$ cat config.mk
export PLATFORM = sky130hd
export DESIGN_NAME = telnet_receive_negotiator_unit
export DESIGN_NICKNAME = d
export VERILOG_FILES = /design/src/trn_pkg.sv /design/src/telnet_receive_negotiator_unit.sv /design/src/trn_ring.sv /design/src/trn_parser.sv
export SDC_FILE = /design/constraint.sdc
export NUM_CORES = 2
export LEC_CHECK = 0
export ABC_CLOCK_PERIOD_IN_PS = 5200
export BUFFER_PORTS_ARGS = -buffer_cell sky130_fd_sc_hd__buf_4
export CORE_ASPECT_RATIO = 1.75
export CORE_UTILIZATION = 45
export CTS_BUF_LIST = sky130_fd_sc_hd__clkbuf_8
export DETAILED_ROUTE_END_ITERATION = 10
export SETUP_SLACK_MARGIN = 0.4
export SKIP_CTS_REPAIR_TIMING = 1
export SLEW_MARGIN = 20
export SYNTH_ARGS = -nofsm -noshare
export SYNTH_HDL_FRONTEND = slang
export SYNTH_HIERARCHICAL = 1
export SYNTH_SLANG_ARGS = --single-unit
$ cat constraint.sdc
create_clock -name clk -period 5.2 [get_ports clk]
set_clock_uncertainty 0.15 [all_clocks]
set_input_delay 1.04 -clock clk [delete_from_list [all_inputs] [get_ports clk]]
set_output_delay 1.04 -clock clk [all_outputs]
set_load 0.02 [all_outputs]
$ cat src/trn_pkg.sv
package trn_pkg;

  localparam int RING_DEPTH = 256;
  localparam int RING_AW = $clog2(RING_DEPTH);
  localparam int CAPTURE_DEPTH = 64;
  localparam int CAP_AW = $clog2(CAPTURE_DEPTH);

  localparam logic [7:0] B_IAC = 8'd255;
  localparam logic [7:0] B_DONT = 8'd254;
  localparam logic [7:0] B_DO = 8'd253;
  localparam logic [7:0] B_WONT = 8'd252;
  localparam logic [7:0] B_WILL = 8'd251;
  localparam logic [7:0] B_SB = 8'd250;
  localparam logic [7:0] B_SE = 8'd240;
  localparam logic [7:0] OPT_ECHO = 8'd1;
  localparam logic [7:0] OPT_SGA = 8'd3;
  localparam logic [7:0] OPT_TTYPE = 8'd24;
  localparam logic [7:0] OPT_NAWS = 8'd31;
  localparam logic [7:0] SUB_SEND = 8'd1;
  localparam logic [7:0] SUB_IS = 8'd0;

  typedef enum logic [1:0] {
    ACT_RX = 2'd0,
    ACT_POP = 2'd1,
    ACT_NAME = 2'd2,
    ACT_NONE = 2'd3
  } action_t;

  typedef enum logic [2:0] {
    K_NONE = 3'd0,
    K_REPLY = 3'd1,
    K_DATA = 3'd2,
    K_EMPTY = 3'd3,
    K_NAME = 3'd4
  } kind_t;

  typedef enum logic [3:0] {
    PS_DATA, PS_CMD, PS_DONT, PS_SB, PS_WILL, PS_WONT, PS_DO, PS_SBOPT, PS_VAL, PS_VALIAC
  } pstate_t;

  typedef enum logic [1:0] {
    FS_RUN, FS_NAME, FS_EMIT
  } fstate_t;

  typedef struct packed {
    logic [1:0] action;
    logic [7:0] byte_in;
    logic [5:0] name_index;
  } in_t;

  typedef struct packed {
    logic [2:0] kind;
    logic [7:0] value;
    logic last;
    logic echo_on;
    logic [15:0] window_cols;
    logic [15:0] window_rows;
    logic [8:0] data_count;
    logic [5:0] name_length;
  } out_t;

endpackage

$ cat src/telnet_receive_negotiator_unit.sv
// channel | ports                          | word
// input   | in_valid in_ready in_data      | action, byte_in, name_index
// output  | out_valid out_ready out_data   | kind, value, last, status
// one word per cycle for plain bytes and commands without reply unless stalled
// replies are up to 9 bytes, one per word; pop and name read set a pending flag
// terminal name update at IAC SE copies one captured byte a cycle
// reset (rst_n low, synchronous) empties the ring and clears all status
// a stalled output holds its word; input waits until that word is taken
module telnet_receive_negotiator_unit (
  input  logic clk,
  input  logic rst_n,
  input  logic in_valid,
  output logic in_ready,
  input  trn_pkg::in_t in_data,
  output logic out_valid,
  input  logic out_ready,
  output trn_pkg::out_t out_data
);
  import trn_pkg::*;

  trn_parser u_parser (
    .clk(clk), .rst_n(rst_n),
    .in_valid(in_valid), .in_ready(in_ready), .in_data(in_data),
    .out_valid(out_valid), .out_ready(out_ready), .out_data(out_data)
  );
endmodule

$ cat src/trn_ring.sv
module trn_ring (
  input  logic clk,
  input  logic rst_n,
  input  logic push,
  input  logic [7:0] push_data,
  input  logic pop,
  output logic [7:0] pop_data,
  output logic [trn_pkg::RING_AW:0] count
);
  import trn_pkg::*;

  logic [7:0] mem [RING_DEPTH];
  logic [RING_AW-1:0] wptr_r, rptr_r;
  logic [RING_AW:0] count_r;

  // pop and push never occur together: one action per word
  always_ff @(posedge clk) begin
    if (!rst_n) begin
      wptr_r <= '0;
      rptr_r <= '0;
      count_r <= '0;
    end else begin
      if (push && count_r < (RING_AW+1)'(RING_DEPTH)) begin
        wptr_r <= wptr_r + 1'b1;
        count_r <= count_r + 1'b1;
      end else if (pop && count_r != '0) begin
        rptr_r <= rptr_r + 1'b1;
        count_r <= count_r - 1'b1;
      end
    end
  end

  always_ff @(posedge clk) begin
    if (push && count_r < (RING_AW+1)'(RING_DEPTH)) mem[wptr_r] <= push_data;
  end

  // popped byte held until the next pop
  always_ff @(posedge clk) begin
    if (pop) pop_data <= mem[rptr_r];
  end

  assign count = count_r;

  assert property (@(posedge clk) disable iff (!rst_n)
    count_r <= (RING_AW+1)'(RING_DEPTH)) else $error("ring overfull");
  assert property (@(posedge clk) disable iff (!rst_n)
    (pop && count_r == '0) |=> $stable(rptr_r)) else $error("pop on empty moved");
  assert property (@(posedge clk) disable iff (!rst_n)
    (push && push_data != 8'd0 && count_r < (RING_AW+1)'(RING_DEPTH)) |=>
    count_r == $past(count_r) + 1'b1) else $error("push lost");
endmodule

$ cat src/trn_parser.sv
module trn_parser (
  input  logic clk,
  input  logic rst_n,
  input  logic in_valid,
  output logic in_ready,
  input  trn_pkg::in_t in_data,
  output logic out_valid,
  input  logic out_ready,
  output trn_pkg::out_t out_data
);
  import trn_pkg::*;

  // capture and name stores, synchronous read
  logic [7:0] cap_mem [CAPTURE_DEPTH];
  logic [7:0] name_mem [CAPTURE_DEPTH];
  logic [7:0] cap_rd, name_rd;
  logic [CAP_AW-1:0] cap_raddr;

  pstate_t ps_r, ps_nxt;
  fstate_t fs_r, fs_nxt;
  logic echo_r, echo_nxt, tt_r, tt_nxt;
  logic [7:0] subopt_r, subopt_nxt;
  logic [CAP_AW-1:0] ccnt_r, ccnt_nxt;
  logic [CAP_AW-1:0] nlen_r, nlen_nxt;
  logic [15:0] cols_r, cols_nxt, rows_r, rows_nxt;
  logic [CAP_AW-1:0] fidx_r, fidx_nxt;

  // naws bytes shadowed in flops so SE needs no memory read
  logic [7:0] nb_r [4];

  // reply sequence buffer
  logic [7:0] seq_r [9];
  logic [7:0] seq_nxt [9];
  logic [3:0] slen_r, slen_nxt, spos_r, spos_nxt;
  logic name_pend_r, name_pend_nxt, name_ok_r, name_ok_nxt;
  logic pop_pend_r, pop_pend_nxt, pop_ok_r, pop_ok_nxt;

  logic ovalid_r, ovalid_nxt;
  out_t obuf_r, obuf_nxt;

  logic ring_push, ring_pop;
  logic [7:0] ring_rd;
  logic [RING_AW:0] ring_cnt;
  logic cap_we, name_we;
  logic [CAP_AW-1:0] cap_waddr;
  logic [7:0] cap_wdata;

  logic acc, busy;
  logic [7:0] c;
  logic [7:0] verb;

  trn_ring u_ring (
    .clk(clk), .rst_n(rst_n), .push(ring_push), .push_data(c),
    .pop(ring_pop), .pop_data(ring_rd), .count(ring_cnt)
  );

  assign busy = (fs_r != FS_RUN) || (slen_r != '0) || name_pend_r || pop_pend_r;
  assign in_ready = !busy && (!ovalid_r || out_ready);
  assign acc = in_valid && in_ready;
  assign c = in_data.byte_in;
  assign out_valid = ovalid_r;
  assign out_data = obuf_r;

  always_comb begin
    fs_nxt = fs_r;
    unique case (fs_r)
      FS_RUN: if (acc && in_data.action == ACT_RX && ps_r == PS_VALIAC && c == B_SE
                  && subopt_r == OPT_TTYPE) fs_nxt = FS_NAME;
      FS_NAME: if (cap_rd == 8'd0 || fidx_r == ccnt_r) fs_nxt = FS_EMIT;
      FS_EMIT: if (!ovalid_r || out_ready) fs_nxt = FS_RUN;
      default: fs_nxt = FS_RUN;
    endcase
  end

  always_comb begin
    ps_nxt = ps_r; echo_nxt = echo_r; tt_nxt = tt_r; subopt_nxt = subopt_r;
    ccnt_nxt = ccnt_r; nlen_nxt = nlen_r; cols_nxt = cols_r; rows_nxt = rows_r;
    fidx_nxt = fidx_r;
    seq_nxt = seq_r; slen_nxt = slen_r; spos_nxt = spos_r;
    name_pend_nxt = 1'b0; name_ok_nxt = name_ok_r;
    pop_pend_nxt = 1'b0; pop_ok_nxt = pop_ok_r;
    ovalid_nxt = ovalid_r; obuf_nxt = obuf_r;
    ring_push = 1'b0; ring_pop = 1'b0;
    cap_we = 1'b0; cap_waddr = ccnt_r; cap_wdata = c; name_we = 1'b0;
    cap_raddr = fidx_r;
    verb = B_WONT;
    if (ovalid_r && out_ready) ovalid_nxt = 1'b0;

    if (acc) begin
      spos_nxt = '0; slen_nxt = '0;
      unique case (action_t'(in_data.action))
        ACT_RX: begin
          unique case (ps_r)
            PS_CMD: begin
              ps_nxt = PS_DATA;
              if (c == B_IAC) ring_push = 1'b1;
              else if (c == B_WILL) ps_nxt = PS_WILL;
              else if (c == B_WONT) ps_nxt = PS_WONT;
              else if (c == B_DO) ps_nxt = PS_DO;
              else if (c == B_DONT) ps_nxt = PS_DONT;
              else if (c == B_SB) ps_nxt = PS_SB;
            end
            PS_DO: begin
              ps_nxt = PS_DATA;
              if (c == OPT_ECHO) echo_nxt = 1'b1;
              else begin
                verb = (c == OPT_TTYPE || c == OPT_SGA) ? B_WILL : B_WONT;
                seq_nxt[0] = B_IAC; seq_nxt[1] = verb; seq_nxt[2] = c; slen_nxt = 4'd3;
              end
            end
            PS_WILL: begin
              ps_nxt = PS_DATA;
              verb = B_DONT;
              if (c == OPT_ECHO || c == OPT_NAWS) verb = B_DO;
              else if (c == OPT_TTYPE && !tt_r) begin
                verb = B_DO; tt_nxt = 1'b1;
              end
              seq_nxt[0] = B_IAC; seq_nxt[1] = verb; seq_nxt[2] = c; slen_nxt = 4'd3;
              if (c == OPT_TTYPE) begin
                seq_nxt[3] = B_IAC; seq_nxt[4] = B_SB; seq_nxt[5] = OPT_TTYPE;
                seq_nxt[6] = SUB_SEND; seq_nxt[7] = B_IAC; seq_nxt[8] = B_SE;
                slen_nxt = 4'd9;
              end
            end
            PS_DONT: begin
              ps_nxt = PS_DATA;
              if (c == OPT_ECHO) echo_nxt = 1'b0;
            end
            PS_WONT: begin
              ps_nxt = PS_DATA;
              if (c != OPT_ECHO) begin
                seq_nxt[0] = B_IAC; seq_nxt[1] = B_DONT; seq_nxt[2] = c; slen_nxt = 4'd3;
              end
            end
            PS_SB: begin
              subopt_nxt = c;
              if (c == OPT_TTYPE) ps_nxt = PS_SBOPT;
              else begin
                ccnt_nxt = '0; ps_nxt = PS_VAL;
              end
            end
            PS_SBOPT: begin
              if (c == SUB_IS) begin
                ccnt_nxt = '0; ps_nxt = PS_VAL;
              end else ps_nxt = PS_DATA;
            end
            PS_VAL, PS_VALIAC: begin
              if (ps_r == PS_VAL && c == B_IAC) ps_nxt = PS_VALIAC;
              else if (ps_r == PS_VAL || c == B_IAC) begin
                ps_nxt = PS_VAL;
                if (ccnt_r != '1) begin
                  cap_we = 1'b1; ccnt_nxt = ccnt_r + 1'b1;
                end
              end else begin
                ps_nxt = PS_DATA;
                if (c == B_SE) begin
                  if (subopt_r == OPT_TTYPE) begin
                    fidx_nxt = '0; cap_raddr = '0;
                  end else if (subopt_r == OPT_NAWS) begin
                    cols_nxt = {nb_r[0], nb_r[1]};
                    rows_nxt = {nb_r[2], nb_r[3]};
                  end
                end
              end
            end
            default: begin
              if (c == B_IAC) ps_nxt = PS_CMD;
              else begin
                ps_nxt = PS_DATA; ring_push = (c != 8'd0);
              end
            end
          endcase
          if (fs_nxt == FS_RUN) begin
            obuf_nxt = '0;
            obuf_nxt.kind = (slen_nxt != '0) ? K_REPLY : K_NONE;
            obuf_nxt.value = (slen_nxt != '0) ? B_IAC : 8'd0;
            obuf_nxt.last = (slen_nxt == '0);
            if (slen_nxt != '0) begin
              spos_nxt = 4'd1;
              if (slen_nxt == 4'd1) slen_nxt = '0;
            end
            ovalid_nxt = 1'b1;
          end
        end
        ACT_POP: begin
          pop_pend_nxt = 1'b1; pop_ok_nxt = (ring_cnt != '0); ring_pop = 1'b1;
        end
        ACT_NAME: begin
          name_pend_nxt = 1'b1;
          name_ok_nxt = (in_data.name_index < nlen_r);
        end
        default: begin
          obuf_nxt = '0; obuf_nxt.kind = K_NONE; obuf_nxt.last = 1'b1;
          ovalid_nxt = 1'b1;
        end
      endcase
    end else if (fs_r == FS_NAME) begin
      // copy one captured byte a cycle; cap_rd holds entry fidx_r
      cap_raddr = fidx_r + 1'b1;
      fidx_nxt = fidx_r + 1'b1;
    end else if (fs_r == FS_EMIT) begin
      if (!ovalid_r || out_ready) begin
        obuf_nxt = '0; obuf_nxt.kind = K_NONE; obuf_nxt.last = 1'b1;
        ovalid_nxt = 1'b1;
      end
    end else if (pop_pend_r || name_pend_r) begin
      if (!ovalid_r || out_ready) begin
        obuf_nxt = '0;
        obuf_nxt.last = 1'b1;
        if (pop_pend_r) begin
          obuf_nxt.kind = pop_ok_r ? K_DATA : K_EMPTY;
          obuf_nxt.value = pop_ok_r ? ring_rd : 8'd0;
        end else begin
          obuf_nxt.kind = K_NAME;
          obuf_nxt.value = name_ok_r ? name_rd : 8'd0;
        end
        ovalid_nxt = 1'b1;
      end else begin
        pop_pend_nxt = pop_pend_r; name_pend_nxt = name_pend_r;
      end
    end else if (slen_r != '0) begin
      if (!ovalid_r || out_ready) begin
        obuf_nxt = '0; obuf_nxt.kind = K_REPLY;
        obuf_nxt.value = seq_r[spos_r];
        obuf_nxt.last = (spos_r + 1'b1 == slen_r);
        ovalid_nxt = 1'b1;
        spos_nxt = spos_r + 1'b1;
        if (spos_r + 1'b1 == slen_r) slen_nxt = '0;
      end
    end

    // name copy: check byte read last cycle
    if (fs_r == FS_NAME) begin
      if (fidx_r == ccnt_r || cap_rd == 8'd0) begin
        nlen_nxt = fidx_r;
      end else begin
        name_we = 1'b1;
        nlen_nxt = fidx_r + 1'b1;
      end
    end

    obuf_nxt.echo_on = echo_nxt;
    obuf_nxt.window_cols = cols_nxt;
    obuf_nxt.window_rows = rows_nxt;
    obuf_nxt.data_count = (ring_push && ring_cnt < (RING_AW+1)'(RING_DEPTH)) ?
                          ring_cnt + 1'b1 : ring_cnt;
    obuf_nxt.name_length = nlen_nxt;
  end

  always_ff @(posedge clk) begin
    if (!rst_n) begin
      for (int i = 0; i < 4; i++) nb_r[i] <= 8'd0;
    end else if (acc && in_data.action == ACT_RX) begin
      if ((ps_r == PS_SB && c != OPT_TTYPE) || (ps_r == PS_SBOPT && c == SUB_IS)) begin
        for (int i = 0; i < 4; i++) nb_r[i] <= 8'd0;
      end else if (cap_we && ccnt_r < CAP_AW'(4)) begin
        nb_r[ccnt_r[1:0]] <= c;
      end
    end
  end

  always_ff @(posedge clk) begin
    if (cap_we) cap_mem[cap_waddr] <= cap_wdata;
    cap_rd <= cap_mem[cap_raddr];
  end

  always_ff @(posedge clk) begin
    if (name_we) name_mem[fidx_r] <= cap_rd;
    if (acc && in_data.action == ACT_NAME) name_rd <= name_mem[in_data.name_index];
  end

  always_ff @(posedge clk) begin
    seq_r <= seq_nxt;
    obuf_r <= obuf_nxt;
    fidx_r <= fidx_nxt;
    name_ok_r <= name_ok_nxt;
    pop_ok_r <= pop_ok_nxt;
  end

  always_ff @(posedge clk) begin
    if (!rst_n) begin
      ps_r <= PS_DATA; fs_r <= FS_RUN;
      echo_r <= 1'b0; tt_r <= 1'b0; subopt_r <= '0; ccnt_r <= '0; nlen_r <= '0;
      cols_r <= '0; rows_r <= '0; slen_r <= '0; spos_r <= '0;
      name_pend_r <= 1'b0; pop_pend_r <= 1'b0; ovalid_r <= 1'b0;
    end else begin
      ps_r <= ps_nxt; fs_r <= fs_nxt;
      echo_r <= echo_nxt; tt_r <= tt_nxt; subopt_r <= subopt_nxt;
      ccnt_r <= ccnt_nxt; nlen_r <= nlen_nxt; cols_r <= cols_nxt; rows_r <= rows_nxt;
      slen_r <= slen_nxt; spos_r <= spos_nxt;
      name_pend_r <= name_pend_nxt; pop_pend_r <= pop_pend_nxt; ovalid_r <= ovalid_nxt;
    end
  end

  assert property (@(posedge clk) disable iff (!rst_n)
    busy |-> !in_ready) else $error("accepted while busy");
  assert property (@(posedge clk) disable iff (!rst_n)
    (fs_r == FS_NAME) |-> !ovalid_r) else $error("word pending during name copy");
  assert property (@(posedge clk) disable iff (!rst_n)
    (slen_r != '0) |-> spos_r < slen_r) else $error("reply index overrun");
  assert property (@(posedge clk) disable iff (!rst_n)
    (ovalid_r && !out_ready) |=> ovalid_r && $stable(obuf_r)) else $error("result lost");
endmodule

==> results.toml <==
[sta]
number_of_hold_violations_in_the_final_report = 0
slew_headroom = 0.200
fraction_of_the_cycle_the_final_worst_path_needs = 0.854
tns_ns = 0
final_period_minus_worst_setup_slack_ns = 4.44
worst-slew-pin-transition_ns = 1.20
slew_viol_final = 0
setup_violations = 0
rsz_0062_raised_after_global_routing = "no"
fmax_mhz = 225

[floorplanning]
top_level_ports = 82
core_sq_um = 286000
effective_utilization_at_floorplan = 0.452
die_area_sq_um = 290000
die_x_um = 407
fp-row-count = 260
die-height_um = 711

[drt]
totalWireLength_um = 379000
detailedRoute.firstIterationViolations = 6911
avgRoutedWirePerCell_um = 32.0
num_vias = 70700
drt-vias-per-instance = 5.98
final_antenna_net_count = 0
drc = 0
detailedRoute.firstPassIterationCount = 6

[global_routing]
global_route_wire_length_before_repair_um = 536000
globalRoute.totalOverflow = 0
grtUsageTotal = 0.259
grt_pass1_vias = 72800
number_of_antenna_violations_at_the_first_check_in_global_routing = 10
grt_start_max_net_pins = 184

[outcome]
outcome = "finished, final reports clean"

[placement]
io_buffers = 81
placed_cell_area_sq_um = 137000
finalWeightedCongestion = 0.969
dp_hpwl_um = 250000

[yosys]
syn-instance-count = 7062
ys_warn_count = 6
synth_enable_flop_cells = 3145
synth_top_flop_cell = "edfxtp_1"
syn_area_per_cell_sq_um = 18.3
synth_cell_type_count = 95
postSynthRegisterBits = 3302
synth_fp_nets = 7114
async_flop_share = 0
synth_seq_area_share = 0.754
post_synth_instance_area_sq_um = 129000

[critical_path]
timing_worst_setup_path_type = "register to register"
timing.critical_path.arrival_ns = 5.20
timing.critical_path.required_ns = 5.96
crit_path_start_kind = "register"
worst_setup_path_end_kind = "register"
worstPathMaxFanout = 25

[clocking]
tritoncts = "yes"
clock_sink_count = 3302
clk_transition_reported_paths_ns = 0.07
cts_htree_levels = 5
cts-root-to-sink-buffers = 4
clock_insertion_delay_worst_skew_ns = 1.06
cts_buffers = 460
clk_root_buffer_cell = "clkbuf_8"

[pwr]
power.leakage_nw = 46.7
power_density_nw_per_um2 = 353
total_power_mw = 51.4
power.ir.vdd_worst_uv = 236

[finish]
design.final.nets = 7705
layout_cell_area_excl_fill_sq_um = 146000
flow.area_growth_from_synthesis_pct = 12.7
final.fill_count = 23400
post_route_cells_drive_above_1_share = 0.235

[hold_path]
hp-class = "primary input to register"

[flow_run]
cap_violations = 0
==> cell families after synthesis <==
family,after synthesis,share of synthesized area
buf+inv,466,0.0177
flops,3302,0.754
fa+ha+maj,33,0.00323
compound gates,834,0.0429
mux,841,0.125
simple gates,1527,0.0525
xor+xnor,59,0.00399
==> per-layer routing <==
| layer | global-route usage | routed length, um | share of wire | up-vias |
|---|---|---|---|---|
| met4 | 0.169 | 28900 | 0.076 | 0 |
| met3 | 0.0368 | 22400 | 0.059 | 901 |
| met1 | 0.283 | 127000 | 0.33 | 37100 |
| met5 | 0 | 0 | 0 | - |
| li1 | - | - | - | 29600 |
| met2 | 0.468 | 201000 | 0.53 | 3127 |
==> cells in the mapped netlist (all sizes together) (36+ instances only) <==
cell type	number	area, sq um
edfxtp	3145	94400
nand2	505	1900
a31oi	56	350
clkbuf	253	960
o211ai	38	285
nor2	570	2140
o21ai	120	601
nand4	50	313
dfxtp	157	3140
o22ai	45	282
and3	80	500
nor3	64	325
buf	175	1190
xnor2	41	359
mux2i	204	2040
nand3	86	435
a211oi	41	308
mux4	622	14000
a22oi	76	576
a21oi	225	1130
inv	36	135
a221oi	49	429
==> cell usage in the layout, fill, tap and decap left out, types with 20 or more instances in the layout <==
| master | instances |
|---|---|
| o21ai_0 | 112 |
| xnor2_1 | 38 |
| and3_1 | 80 |
| nor3_1 | 55 |
| or3_1 | 23 |
| clkinv_2 | 82 |
| a221oi_1 | 49 |
| a22o_1 | 21 |
| mux4_2 | 619 |
| bufinv_16 | 22 |
| a211oi_1 | 40 |
| ha_1 | 31 |
| nor4_1 | 23 |
| dfxtp_1 | 142 |
| nand2_1 | 503 |
| nor2b_1 | 20 |
| o31ai_1 | 20 |
| buf_12 | 48 |
| a21oi_1 | 224 |
| o22ai_1 | 45 |
| a22oi_1 | 75 |
| a31oi_1 | 55 |
| buf_4 | 499 |
| edfxtp_1 | 3145 |
| o211ai_1 | 38 |
| clkbuf_8 | 482 |
| clkinv_1 | 93 |
| inv_1 | 167 |
| nand3_1 | 85 |
| nand4_1 | 50 |
| and2_1 | 32 |
| mux2i_1 | 203 |
| nor2_1 | 566 |
==> state kept, by name (all words and copies together), names as in the netlist, 3 cells and up <==
name,flops
u_parser/cap_waddr,6
u_parser/name_rd,8
u_parser/cap_mem,512
u_parser/rows_r,16
u_parser/u_ring/wptr_r,8
u_parser/u_ring/mem,2048
u_parser/fidx_r,6
u_parser/u_ring/count,9
u_parser/u_ring/pop_data,8
u_parser/nlen_r,6
u_parser/nb_r,32
u_parser/slen_r,3
u_parser/spos_r,4
u_parser/cap_rd,8
u_parser/seq_r,11
u_parser/out_data,60
u_parser/subopt_r,8
u_parser/u_ring/rptr_r,8
u_parser/cols_r,16
u_parser/ps_r,4
u_parser/name_mem,512
==> path summary, 6_finish.rpt <==
| check | from | end | slack (ns) | cells past startpoint |
|---|---|---|---|---|
| max | u_parser/u_ring/rptr_r[0] | u_parser/u_ring/pop_data[7] | 0.76 | 10 |
| min | in_data[12] | u_parser/u_ring/mem[86][6] | 0.07 | 1 |
| max reg2reg | u_parser/u_ring/rptr_r[0] | u_parser/u_ring/pop_data[7] | 0.76 | 10 |
| min reg2reg | u_parser/rows_r[12] | u_parser/out_data[27] | 0.28 | 2 |
==> worst max-delay path: stages (launching register included) <==
cell	delay, ns
dfxtp_4	0.75
buf_12	0.31
buf_4	0.24
nand3b_1	0.65
buf_4	0.40
o22ai_1	0.34
a211oi_1	0.07
o21ai_0	0.26
nand3_1	0.36
a221oi_1	0.42
buf_4	0.22
==> per-stage QoR <==
stage / worst slack [ns] / hold WS (ns) / std cells / utilization
2_1_floorplan: 0.488 / 0.260 / 7062 / -
3_3_place_gp: 0.0264 / 0.269 / 11000 / 0.478
3_5_place_dp: -0.0235 / 0.277 / 11000 / 0.479
4_1_cts: 0.867 / -0.0419 / 11800 / 0.509
5_1_grt: 0.697 / 0.000940 / 11800 / 0.509
6_report: 0.761 / 0.0684 / 11800 / 0.509
==> where the power goes <==
| group | switching [mW] | internal, mW |
|---|---|---|
| sequential | 0.0881 | 29.1 |
| combinational | 1.61 | 1.03 |
| clock | 9.88 | 9.68 |
==> final cells by class <==
type,instances,area [sq um],share of cell area
diodes,9,22.5,0.000154
flip-flops and latches,3302,97600,0.670
clock buffers,481,6620,0.0454
clock inverters,354,2120,0.0145
repair buffers,557,4850,0.0333
inverters,38,144,0.000987
multi-input cells,3294,29700,0.203
well taps,3799,4750,0.0326
Note: power is estimated with default switching activity, not from simulation.
